--- src/rtl/mrwb_pkg.sv ---
`timescale 1ns / 1ps
// ----------------------------------------------------------------------------
// mrwb_pkg: shared types and constants of the max-RGB white balance block
// Channel, pixel and job types, command codes and the full-scale value.
// ----------------------------------------------------------------------------
package mrwb_pkg;

  // Width of one color channel and number of channels per pixel.
  localparam int unsigned CH_W   = 8;
  localparam int unsigned NUM_CH = 3;

  // Full-scale channel value; also stands in for a zero channel maximum.
  localparam logic [CH_W-1:0] FULL_SCALE = 8'd255;

  // Channel order inside a pixel, from the lowest bits up.
  localparam int unsigned CH_RED   = 0;
  localparam int unsigned CH_GREEN = 1;
  localparam int unsigned CH_BLUE  = 2;

  // Pass codes carried in the command field.
  localparam logic CMD_MEASURE = 1'b0;
  localparam logic CMD_APPLY   = 1'b1;

  typedef logic [CH_W-1:0] chan_t;
  typedef chan_t [NUM_CH-1:0] pixel_t;

  // One apply-pass pixel together with the divisors that were current
  // when it arrived.
  typedef struct packed {
    pixel_t value;
    pixel_t divisor;
  } job_t;

  // Write side of the job queue.
  typedef struct packed {
    logic valid;
    job_t job;
  } job_push_t;

endpackage

--- src/rtl/max_rgb_white_balance.sv ---
`timescale 1ns / 1ps
// ----------------------------------------------------------------------------
// max_rgb_white_balance: white-patch (max-RGB) white balance
// Two-pass stream processor: measure channel maxima, then scale pixels.
// ----------------------------------------------------------------------------
// Each frame is sent twice. Measure-pass pixels (tuser[0] low) update the
// running red, green and blue maxima and produce no output; tuser[1] high on
// a measure pixel restarts the maxima from that pixel. Apply-pass pixels
// (tuser[0] high) come out as channel*255/max per channel, truncated, with a
// zero maximum taken as 255 and results above 255 held at 255. A measure
// pixel is taken whenever the queue has room. An apply pixel occupies the
// shared divider for a load step and one step per quotient bit, eight bits,
// and the divider takes no new job before its result is in the output
// register; a queue of QUEUE_DEPTH jobs in front of the divider lets input
// and output stall independently, and a finished result waits there.
// ----------------------------------------------------------------------------
module max_rgb_white_balance #(
  parameter int unsigned QUEUE_DEPTH = 2
) (
  input  logic        clk,
  input  logic        rst_n,
  input  logic        in_tvalid,
  output logic        in_tready,
  input  logic [23:0] in_tdata,   // red_in [7:0], green_in [15:8], blue_in [23:16]
  input  logic [1:0]  in_tuser,   // command [0], frame_start [1]
  output logic        out_tvalid,
  input  logic        out_tready,
  output logic [23:0] out_tdata   // red_out [7:0], green_out [15:8], blue_out [23:16]
);

  mrwb_pkg::pixel_t    in_pixel;
  mrwb_pkg::pixel_t    out_pixel;
  mrwb_pkg::job_push_t push;
  mrwb_pkg::job_t      pop_job;
  logic                queue_full;
  logic                pop_valid;
  logic                pop_ready;

  assign in_pixel  = mrwb_pkg::pixel_t'(in_tdata);
  assign out_tdata = 24'(out_pixel);

  // Front: classify pixels and keep the channel maxima.
  mrwb_front u_front (
    .clk        (clk),
    .rst_n      (rst_n),
    .in_valid   (in_tvalid),
    .in_ready   (in_tready),
    .command    (in_tuser[0]),
    .frame_start(in_tuser[1]),
    .pixel      (in_pixel),
    .queue_full (queue_full),
    .push       (push)
  );

  // Queue of apply jobs.
  mrwb_queue #(
    .DEPTH(QUEUE_DEPTH)
  ) u_queue (
    .clk      (clk),
    .rst_n    (rst_n),
    .push     (push),
    .full     (queue_full),
    .pop_valid(pop_valid),
    .pop_ready(pop_ready),
    .pop_job  (pop_job)
  );

  // Back: serial division and output register.
  mrwb_divider u_divider (
    .clk      (clk),
    .rst_n    (rst_n),
    .job_valid(pop_valid),
    .job_ready(pop_ready),
    .job      (pop_job),
    .out_valid(out_tvalid),
    .out_ready(out_tready),
    .out_pixel(out_pixel)
  );

endmodule

--- src/rtl/mrwb_front.sv ---
`timescale 1ns / 1ps
// ----------------------------------------------------------------------------
// mrwb_front: input stage of the white balance block
// Accepts pixels, tracks the per-channel maxima in the measure pass and
// queues apply-pass pixels with the divisors that hold at that moment.
// ----------------------------------------------------------------------------
module mrwb_front (
  input  logic                clk,
  input  logic                rst_n,
  input  logic                in_valid,
  output logic                in_ready,
  input  logic                command,
  input  logic                frame_start,
  input  mrwb_pkg::pixel_t    pixel,
  input  logic                queue_full,
  output mrwb_pkg::job_push_t push
);

  mrwb_pkg::pixel_t peak_r;
  mrwb_pkg::pixel_t peak_nxt;
  logic             accept;

  // An item is taken whenever the queue has room for a possible apply job.
  assign in_ready = !queue_full;
  assign accept   = in_valid && in_ready;

  // Running maxima; a frame start restarts them from this pixel.
  always_comb begin
    peak_nxt = peak_r;
    if (accept && command == mrwb_pkg::CMD_MEASURE) begin
      for (int c = 0; c < mrwb_pkg::NUM_CH; c++) begin
        if (frame_start || pixel[c] > peak_r[c]) begin
          peak_nxt[c] = pixel[c];
        end
      end
    end
  end

  always_ff @(posedge clk) begin
    if (!rst_n) begin
      peak_r <= '0;
    end else begin
      peak_r <= peak_nxt;
    end
  end

  // Apply pixels go to the queue; a zero maximum divides by full scale.
  always_comb begin
    push.valid     = accept && command == mrwb_pkg::CMD_APPLY;
    push.job.value = pixel;
    for (int c = 0; c < mrwb_pkg::NUM_CH; c++) begin
      push.job.divisor[c] = (peak_r[c] == '0) ? mrwb_pkg::FULL_SCALE : peak_r[c];
    end
  end

endmodule

--- src/rtl/mrwb_queue.sv ---
`timescale 1ns / 1ps
// ----------------------------------------------------------------------------
// mrwb_queue: job queue between the input stage and the divider
// A small register FIFO that lets the two sides stall independently.
// ----------------------------------------------------------------------------
module mrwb_queue #(
  parameter int unsigned DEPTH = 2
) (
  input  logic                clk,
  input  logic                rst_n,
  input  mrwb_pkg::job_push_t push,
  output logic                full,
  output logic                pop_valid,
  input  logic                pop_ready,
  output mrwb_pkg::job_t      pop_job
);

  localparam int unsigned PTR_W = (DEPTH > 1) ? $clog2(DEPTH) : 1;
  localparam int unsigned CNT_W = $clog2(DEPTH + 1);
  localparam logic [PTR_W-1:0] LAST_PTR = PTR_W'(DEPTH - 1);
  localparam logic [CNT_W-1:0] FULL_CNT = CNT_W'(DEPTH);

  mrwb_pkg::job_t   store_r [DEPTH];
  logic [PTR_W-1:0] wr_ptr_r;
  logic [PTR_W-1:0] wr_ptr_nxt;
  logic [PTR_W-1:0] rd_ptr_r;
  logic [PTR_W-1:0] rd_ptr_nxt;
  logic [CNT_W-1:0] count_r;
  logic [CNT_W-1:0] count_nxt;
  logic             do_push;
  logic             do_pop;

  assign full      = (count_r == FULL_CNT);
  assign pop_valid = (count_r != '0);
  assign pop_job   = store_r[rd_ptr_r];
  assign do_push   = push.valid && !full;
  assign do_pop    = pop_valid && pop_ready;

  // Pointer and fill-count update.
  always_comb begin
    wr_ptr_nxt = wr_ptr_r;
    rd_ptr_nxt = rd_ptr_r;
    count_nxt  = count_r;
    if (do_push) begin
      wr_ptr_nxt = (wr_ptr_r == LAST_PTR) ? '0 : wr_ptr_r + 1'b1;
    end
    if (do_pop) begin
      rd_ptr_nxt = (rd_ptr_r == LAST_PTR) ? '0 : rd_ptr_r + 1'b1;
    end
    if (do_push && !do_pop) begin
      count_nxt = count_r + 1'b1;
    end else if (do_pop && !do_push) begin
      count_nxt = count_r - 1'b1;
    end
  end

  always_ff @(posedge clk) begin
    if (!rst_n) begin
      wr_ptr_r <= '0;
      rd_ptr_r <= '0;
      count_r  <= '0;
    end else begin
      wr_ptr_r <= wr_ptr_nxt;
      rd_ptr_r <= rd_ptr_nxt;
      count_r  <= count_nxt;
    end
  end

  // Payload storage needs no reset.
  always_ff @(posedge clk) begin
    if (do_push) begin
      store_r[wr_ptr_r] <= push.job;
    end
  end

endmodule

--- src/rtl/mrwb_divider.sv ---
`timescale 1ns / 1ps
// ----------------------------------------------------------------------------
// mrwb_divider: scaling stage of the white balance block
// Computes channel*255/max for all three channels with a shared-schedule
// restoring divider, one quotient bit per cycle, and holds the result in
// an output register until it is taken; results above 255 are held at 255.
// ----------------------------------------------------------------------------
module mrwb_divider (
  input  logic             clk,
  input  logic             rst_n,
  input  logic             job_valid,
  output logic             job_ready,
  input  mrwb_pkg::job_t   job,
  output logic             out_valid,
  input  logic             out_ready,
  output mrwb_pkg::pixel_t out_pixel
);

  localparam int unsigned W     = mrwb_pkg::CH_W;
  localparam int unsigned CNT_W = $clog2(W);
  localparam logic [CNT_W-1:0] LAST_STEP = CNT_W'(W - 1);

  typedef enum logic [1:0] {
    ST_IDLE,
    ST_CALC,
    ST_HOLD
  } state_t;

  state_t           state_r, state_nxt;
  logic [CNT_W-1:0] step_r, step_nxt;
  mrwb_pkg::pixel_t rem_r, rem_nxt;
  mrwb_pkg::pixel_t quo_r, quo_nxt;      // numerator bits shift out, quotient in
  mrwb_pkg::pixel_t div_r, div_nxt;
  logic [mrwb_pkg::NUM_CH-1:0] sat_r, sat_nxt;
  logic             out_valid_r, out_valid_nxt;
  mrwb_pkg::pixel_t out_pixel_r, out_pixel_nxt;

  mrwb_pkg::pixel_t rem_step;
  mrwb_pkg::pixel_t quo_step;
  logic             out_free;

  assign job_ready = (state_r == ST_IDLE);
  assign out_valid = out_valid_r;
  assign out_pixel = out_pixel_r;
  assign out_free  = !out_valid_r || out_ready;

  // One restoring step per channel: bring in a numerator bit, subtract if it fits.
  always_comb begin
    logic [W:0] trial;
    trial = '0;
    for (int c = 0; c < mrwb_pkg::NUM_CH; c++) begin
      trial = {rem_r[c], quo_r[c][W-1]};
      if (trial >= {1'b0, div_r[c]}) begin
        rem_step[c] = W'(trial - {1'b0, div_r[c]});
        quo_step[c] = {quo_r[c][W-2:0], 1'b1};
      end else begin
        rem_step[c] = W'(trial);
        quo_step[c] = {quo_r[c][W-2:0], 1'b0};
      end
    end
  end

  // Sequencer: load a job, run one step per bit, then deliver the result.
  always_comb begin
    logic [2*W-1:0] numer;
    numer         = '0;
    state_nxt     = state_r;
    step_nxt      = step_r;
    rem_nxt       = rem_r;
    quo_nxt       = quo_r;
    div_nxt       = div_r;
    sat_nxt       = sat_r;
    out_valid_nxt = out_valid_r;
    out_pixel_nxt = out_pixel_r;

    if (out_valid_r && out_ready) begin
      out_valid_nxt = 1'b0;
    end

    case (state_r)
      ST_IDLE: begin
        if (job_valid) begin
          for (int c = 0; c < mrwb_pkg::NUM_CH; c++) begin
            // value*255 as (value << 8) - value; its upper byte is below the
            // divisor whenever the quotient fits in one channel.
            numer      = {job.value[c], {W{1'b0}}} - {{W{1'b0}}, job.value[c]};
            rem_nxt[c] = numer[2*W-1:W];
            quo_nxt[c] = numer[W-1:0];
            div_nxt[c] = job.divisor[c];
            sat_nxt[c] = (job.value[c] >= job.divisor[c]);
          end
          step_nxt  = '0;
          state_nxt = ST_CALC;
        end
      end
      ST_CALC: begin
        rem_nxt  = rem_step;
        quo_nxt  = quo_step;
        step_nxt = step_r + 1'b1;
        if (step_r == LAST_STEP) begin
          if (out_free) begin
            for (int c = 0; c < mrwb_pkg::NUM_CH; c++) begin
              out_pixel_nxt[c] = sat_r[c] ? mrwb_pkg::FULL_SCALE : quo_step[c];
            end
            out_valid_nxt = 1'b1;
            state_nxt     = ST_IDLE;
          end else begin
            state_nxt = ST_HOLD;
          end
        end
      end
      ST_HOLD: begin
        if (out_free) begin
          for (int c = 0; c < mrwb_pkg::NUM_CH; c++) begin
            out_pixel_nxt[c] = sat_r[c] ? mrwb_pkg::FULL_SCALE : quo_r[c];
          end
          out_valid_nxt = 1'b1;
          state_nxt     = ST_IDLE;
        end
      end
      default: begin
        state_nxt = ST_IDLE;
      end
    endcase
  end

  always_ff @(posedge clk) begin
    if (!rst_n) begin
      state_r     <= ST_IDLE;
      step_r      <= '0;
      out_valid_r <= 1'b0;
    end else begin
      state_r     <= state_nxt;
      step_r      <= step_nxt;
      out_valid_r <= out_valid_nxt;
    end
    rem_r       <= rem_nxt;
    quo_r       <= quo_nxt;
    div_r       <= div_nxt;
    sat_r       <= sat_nxt;
    out_pixel_r <= out_pixel_nxt;
  end

endmodule

--- config.mk ---
export PLATFORM = sky130hd
export DESIGN_NAME = max_rgb_white_balance
export DESIGN_NICKNAME = d
export VERILOG_FILES = /design/src/rtl/mrwb_pkg.sv /design/src/rtl/max_rgb_white_balance.sv /design/src/rtl/mrwb_front.sv /design/src/rtl/mrwb_queue.sv /design/src/rtl/mrwb_divider.sv
export SDC_FILE = /design/constraint.sdc
export NUM_CORES = 1
export LEC_CHECK = 0
export BUFFER_PORTS_ARGS = -buffer_cell sky130_fd_sc_hd__clkbuf_2
export CORE_ASPECT_RATIO = 0.5
export CORE_MARGIN = 4
export CORE_UTILIZATION = 29
export CTS_BUF_LIST = sky130_fd_sc_hd__clkbuf_4 sky130_fd_sc_hd__clkbuf_8
export DETAILED_ROUTE_END_ITERATION = 16
export PLACE_DENSITY = 0.52
export SKIP_CTS_REPAIR_TIMING = 1
export SLEW_MARGIN = 20
export SYNTH_ARGS = -nofsm -noshare
export SYNTH_HDL_FRONTEND = slang
export SYNTH_SLANG_ARGS = --single-unit
--- constraint.sdc ---
create_clock -name clk -period 6.8 [get_ports clk]
set_input_delay 1.36 -clock clk [delete_from_list [all_inputs] [get_ports clk]]
set_output_delay 1.36 -clock clk [all_outputs]
set_load 0.05 [all_outputs]
==> results.yml, run 1 <==
run_status:
  status: "finished, final reports clean"
drt:
  drtPass1Iterations: 5
  wl_per_cell_um: 15.85
  finalWirelength_mm: 27.95
  drcViolationCount: 0
  drt_iter0_markers: 467
  viasPerCell: 4.638
  ant_nets: 0
  num_vias: 8182
layout:
  area_growth_syn_to_layout_pct: 14.12
  multi_input_area_um2: 5388
  nFillCells: 4207
  num-nets-final: 1272
  utilization_pct: 33.71
  drive_gt1_share_pct: 15.50
  final_area_um2: 14240
  num_antenna_cells: 0
  final-seq-area_um2: 6560
synthesis:
  synthTopCellsByCount: "195 x edfxtp_1, 93 x inv_1, 84 x ha_1, 78 x nand2_1, 63 x mux2i_1"
  synth-simple-area-share_pct: 11.35
  synth_top_area_share_pct: 46.93
  synthMostInstantiatedCell: "edfxtp_1"
  avgSynthCellArea_um2: 11.47
  async_reset_ff_share_pct: 0
  ys_seq_area_share_pct: 52.55
  synth_xor_area_share_pct: 2.667
  synth_top_family_by_area: "compound AO/OA/AOI/OAI gates"
  synth_edf_count: 195
  syn_area_um2: 12480
  ys_types: 81
  synthFlopType: "edfxtp_1"
  yosys_warnings: 0
  syn_nets: 1205
  ys_seq_elements: 230
  synth.area.top_cells: "edfxtp_1 47%, ha_1 8.4%, dfxtp_1 5.6%, mux2i_1 5.1%, inv_1 2.8%"
  synth_top_cell_by_area: "edfxtp_1"
  synth_compound_area_share_pct: 12.57
  synthAdderAreaFrac_pct: 8.905
  muxShareOfSynthArea_pct: 7.541
  syn_inst: 1088
clock_tree:
  h-tree-depth: 2
  cts_tree: "built"
  path_clk_slew_ps: 60
  clockRootBuffer: "clkbuf_8"
  clk_path_buf_depth: 3
  cts.sinks: 230
  cts-buffers-inserted: 41
  clk_latency_ps: 550
die:
  fp.coreArea_um2: 42240
  die_x_um: 301.3
  fp.dieArea_um2: 46610
  die_h_um: 154.7
  initial_utilization_pct: 29.54
  rows: 53
  ios: 56
global_route:
  grt_pass1_vias: 7970
  grt_remaining_overflow: 0
  grt_usage_pct: 11.94
  grt_pass1_wl_mm: 44.27
  grt_max_degree: 88
  antenna_found_initial: 1
sta:
  period_share_pct: 49.38
  skew_ps: 17.55
  finalHoldViolations: 0
  tightest_slew_ps: 1081
  max_freq_mhz: 297.8
  tns_ps: 0
  post-route-min-period_ps: 3358
  setup_viol: 0
  rsz0062_at_grt: "false"
  relSlewSlack_pct: 27.83
  drv_slew: 0
critical_path:
  cpLargestDelayFamily: "compound AO/OA/AOI/OAI gates"
  end_kind: "register"
  max_stage_delay_ps: 640
  cp.arrival_ps: 3650
  path_cells: "buf_4, mux2i_1, ha_1, nand2b_1, a21oi_1, nor2b_1, o21ai_0, a21oi_1, o41a_1"
  cp_slowest_cell: "mux2i_1"
  required_ps: 7090
  cp.buffers_inverters: 1
  crit_path_start_kind: "register"
  cp_max_fo: 43
  path_common_cell: "a21oi_1"
  criticalPathCategory: "reg -> reg"
placed_design:
  post-dp-hpwl_mm: 20.68
  portBuffers: 55
  post_dp_cell_area_um2: 13350
  gp_congestion: 0.8366
hold_path:
  hold_class: "reg -> reg"
pwr:
  p_total_mw: 6.623
  leakage_nw: 5.390
  irDropWorstVdd_uv: 244.9
  cellPowerDensity_nw_per_um2: 465.1
flow_run:
  maxCapViolCount: 0
==> cells in the final DEF (no fill, tap or decap), types with 7 or more instances in the layout <==
cell | synthesis | layout
edfxtp_1 | 195 | 195
o21ai_1 | 21 | 21
nand4_1 | 8 | 8
xnor2_1 | 32 | 32
clkinv_1 | 1 | 7
nand3_1 | 29 | 29
nor3_1 | 20 | 20
nor2b_1 | 19 | 19
and2_1 | 22 | 22
o21ai_0 | 52 | 52
clkbuf_8 | 0 | 44
dfxtp_1 | 35 | 34
a21o_1 | 10 | 10
inv_1 | 93 | 93
nor2_1 | 59 | 57
ha_1 | 84 | 83
o21a_1 | 10 | 9
a21oi_1 | 45 | 45
a211oi_1 | 9 | 9
mux2i_1 | 63 | 63
nand2_1 | 78 | 78
clkbuf_2 | 0 | 55
a211o_1 | 26 | 26
mux2_2 | 17 | 17
nand2b_1 | 13 | 13
clkbuf_4 | 0 | 15
==> cells by family (layout without fill, tap and decap cells) <==
family | after synthesis | count (layout)
and+or+nand+nor | 282 | 282
DFF | 230 | 230
AOI/OAI and AO/OA | 228 | 228
buffers and inverters | 135 | 234
muxes | 88 | 88
adders and majority gates | 87 | 87
xor gates and xnor gates | 38 | 38
==> worst min-delay path, delay by kind of cell, from the launching register on <==
family	cells	cell delay (ps)
flops	1	320
compound gates	1	50
simple gates	1	60
==> area by class of cell <==
class	instances	area share (%)
sequential	230	46.07
multi-input combinational	723	37.84
clock buffer	59	5.044
inverter	97	2.557
clock inverter	16	1.063
tap	577	5.070
timing repair buffer	62	2.355
==> state kept, by name, summed over array words and instances, names as in the netlist, 2 cells and up, named ones only <==
signal,flops
u_divider.quo_r,24
u_divider.step_r,3
u_front.peak_r,24
u_divider.sat_r,3
u_divider.div_r,24
u_divider.state_r,2
u_divider.out_pixel,24
u_queue.store_r,96
u_queue.count_r,2
u_divider.rem_r,24
==> where the power goes <==
group,internal [mW],switching [mW]
Combinational,1.12,1.78
Sequential,2.14,0.235
Clock,0.796,0.558
==> final timing paths <==
check / from / to / slack [ps] / cells past startpoint
max: register / u_divider.sat_r[2] / 3440 / 9
min: u_front.peak_r[23] / u_front.peak_r[23] / 480 / 2
max reg2reg: register / u_divider.sat_r[2] / 3440 / 9
min reg2reg: u_front.peak_r[23] / u_front.peak_r[23] / 480 / 2
==> per-layer routing <==
metal  vias up  global-route usage (%)  wire length [µm]
met5         -                       0                13
met4         2                   2.725               345
met3        34                   2.413              1116
met2       122                   16.75             11350
met1      3907                   18.63             15130
li1       4117                       -                 -
==> stage by stage <==
stage / worst slack, ps / cells / hold WS [ps]
after floorplan: 2806 / 1088 / 449.3
after global placement: 3396 / 1688 / 463.1
after detailed placement: 3307 / 1688 / 470.7
after CTS: 3274 / 1763 / 478.9
after global routing: 3235 / 1764 / 504.4
final: 3442 / 1764 / 478.7
Note: power is estimated with default switching activity, not from simulation.
==> run 2: changes to the inputs <==
--- a/config.mk
+++ b/config.mk
@@ -5,13 +5,14 @@
 export SDC_FILE = /design/constraint.sdc
 export NUM_CORES = 1
 export LEC_CHECK = 0
+export ABC_AREA = 1
 export BUFFER_PORTS_ARGS = -buffer_cell sky130_fd_sc_hd__clkbuf_2
 export CORE_ASPECT_RATIO = 0.5
 export CORE_MARGIN = 4
 export CORE_UTILIZATION = 29
 export CTS_BUF_LIST = sky130_fd_sc_hd__clkbuf_4 sky130_fd_sc_hd__clkbuf_8
 export DETAILED_ROUTE_END_ITERATION = 16
-export PLACE_DENSITY = 0.52
+export PLACE_DENSITY = 0.53
 export SKIP_CTS_REPAIR_TIMING = 1
 export SLEW_MARGIN = 20
 export SYNTH_ARGS = -nofsm -noshare
==> constraint.sdc (replaced) <==
create_clock -name clk -period 3.03 [get_ports clk]
set_input_delay 0.606 -clock clk [delete_from_list [all_inputs] [get_ports clk]]
set_output_delay 0.606 -clock clk [all_outputs]
set_load 0.05 [all_outputs]
==> run 2 against run 1 <==
- synthesized area increased by 3.3%
- wire length increased by 8.9%
- sequential cell count unchanged
- largest power group unchanged
- sequential power increased by 140%
- clock power increased by 130%
- die area increased by 3.2%
- power increased to 2.5 times the previous value
- setup slack got worse by 3000 ps
- clock skew increased by 6.0 ps
- design area increased by 4.0%
- synthesized cell count increased by 30%
==> results.yml, run 2 <==
die:
  fp.dieArea_um2: 48110
  die_h_um: 157.1
  rows: 54
  fp.coreArea_um2: 43710
  initial_utilization_pct: 29.50
  die_x_um: 306.2
  ios: 56
drt:
  drt_iter0_markers: 591
  viasPerCell: 4.467
  drtPass1Iterations: 5
  ant_nets: 0
  wl_per_cell_um: 14.37
  num_vias: 9461
  finalWirelength_mm: 30.43
  drcViolationCount: 0
global_route:
  grt_remaining_overflow: 0
  grt_pass1_vias: 9009
  grt_usage_pct: 12.68
  grt_pass1_wl_mm: 48.94
  antenna_found_initial: 2
  grt_max_degree: 63
placed_design:
  post-dp-hpwl_mm: 22.65
  gp_congestion: 0.8283
  portBuffers: 55
  placed_cells: 2040
  dp_slack_ps: 611.0
flow_run:
  maxCapViolCount: 0
synthesis:
  ys_seq_elements: 230
  synthFlopType: "edfxtp_1"
  async_reset_ff_share_pct: 0
  synth_top_area_share_pct: 45.41
  ys_seq_area_share_pct: 50.84
  syn_area_um2: 12890
  syn_nets: 1532
  ys_types: 47
  yosys_warnings: 0
  synth_top_cell_by_area: "edfxtp_1"
  synth_edf_count: 195
  synth.area.top_cells: "edfxtp_1 45%, nand2_1 9.3%, ha_1 8.2%, inv_1 6.7%, dfxtp_1 5.4%"
  synthTopCellsByCount: "318 x nand2_1, 231 x inv_1, 195 x edfxtp_1, 101 x nand3_1, 92 x nor2_1"
  synthMostInstantiatedCell: "nand2_1"
  avgSynthCellArea_um2: 9.113
  syn_inst: 1415
sta:
  drv_slew: 0
  max_freq_mhz: 390.1
  setup_viol: 0
  relSlewSlack_pct: 41.89
  finalHoldViolations: 0
  period_share_pct: 84.61
  holdWs_ps: 288.0
  fin_ws_ps: 466.5
  rsz0062_at_grt: "false"
  tightest_slew_ps: 870.7
  skew_ps: 23.54
  post-route-min-period_ps: 2564
pwr:
  power_frac_comb_pct: 47.9
  p_int_mw: 9.427
  switching_power_mw: 7.326
  cellPowerDensity_nw_per_um2: 1131
  swShare_pct: 43.73
  seqPwrFrac_pct: 33.5
  irDropWorstVdd_uv: 574.0
  clock_power_share_pct: 18.6
  leakage_nw: 6.470
layout:
  drive_gt1_share_pct: 14.97
  utilization_pct: 33.88
  largest_reg_flops: 96
  num_antenna_cells: 0
  final_common_cell: "nand2_1"
  num-nets-final: 1613
  top_register: "u_queue.store_r"
  area_growth_syn_to_layout_pct: 14.85
  layout_common_cells: "318 x nand2_1, 230 x inv_1, 195 x edfxtp_1"
  final_cells: 2118
  nFillCells: 4510
critical_path:
  r2r-start: "u_divider.state_r[1]"
  crit_start: "u_divider.state_r[1]"
  crit_path_start_kind: "register"
  cp_max_fo: 50
  cp.arrival_ps: 2990
  end_kind: "register"
  criticalPathCategory: "reg -> reg"
  required_ps: 3460
clock_tree:
  clockRootBuffer: "clkbuf_8"
  cts-buffers-inserted: 42
  h-tree-depth: 2
  cts_tree: "built"
  cts.sinks: 230
  clk_latency_ps: 560
  path_clk_slew_ps: 60
  clk_path_buf_depth: 3
run_status:
  status: "finished, final reports clean"
hold_path:
  min-delay-start: "in_tdata[16]"
  hold_class: "in -> reg"
==> run 2: cell count changes in the layout (fill, tap and decap cells not counted), moves of 25 or more <==
cell     before  now
a211o_1      26    0
a21oi_1      45   72
inv_1        93  230
mux2i_1      63    0
nand2_1      78  318
nand3_1      29  101
nor2_1       57   89
xnor2_1      32    7
==> run 2: metrics by stage <==
stage,total power [mW],setup TNS [ps],instance area [µm²]
finish,16.75,0,14810
global route,18.22,0,14810
CTS,16.88,0,14810
detailed placement,13.70,0,13910
global placement,13.67,0,13910
floorplan,11.53,-49850,12900
==> run 2: layout make-up <==
type | count | area [µm²] | area share (%)
clock buffers | 65 | 782.0 | 5.281
repair buffers | 73 | 422.9 | 2.856
clock inverters | 13 | 120.1 | 0.8111
inverters | 240 | 902.1 | 6.092
flip-flops and latches | 230 | 6560 | 44.30
well taps | 588 | 735.7 | 4.968
multi-input cells | 909 | 5286 | 35.70
==> run 2: final timing paths <==
path	end	slack, ps	cells past startpoint
worst max-delay path	u_divider.step_r[1]	470	9
worst min-delay path	u_queue.store_r[1][40]	290	1
worst max register to register	u_divider.step_r[1]	470	9
worst min register to register	register	440	1
==> run 2: kinds of logic after synthesis <==
family	synth area share (%)
buf+inv	8.510
simple gates	20.72
xor+xnor	0.9509
mux	0.2620
fa+ha+maj	8.616
compound gates	10.10
flops	50.84
==> run 2: layer usage <==
layer	wire (µm)	GRT usage [%]
met5	27	0
met4	323	3.009
met2	12170	18.04
met1	16360	19.37
met3	1558	2.824
==> run 2: power groups by stage <==
stage / logic (mW) / registers, mW / clock network, mW
after floorplan: 5.61 / 5.91 / 0
after global placement: 8.00 / 5.67 / 0
after detailed placement: 8.01 / 5.68 / 0
after CTS: 8.05 / 5.62 / 3.21
after global routing: 9.12 / 5.72 / 3.38
final: 8.03 / 5.61 / 3.11
==> run 2: worst max-delay path, cell delays in order, from the launching register on <==
cell,delay [ps]
dfxtp_1,310
inv_1,90
ha_1,200
inv_1,90
nor3_1,200
inv_1,100
o21ai_0,170
clkinv_2,780
o21ai_0,430
nor2_1,60
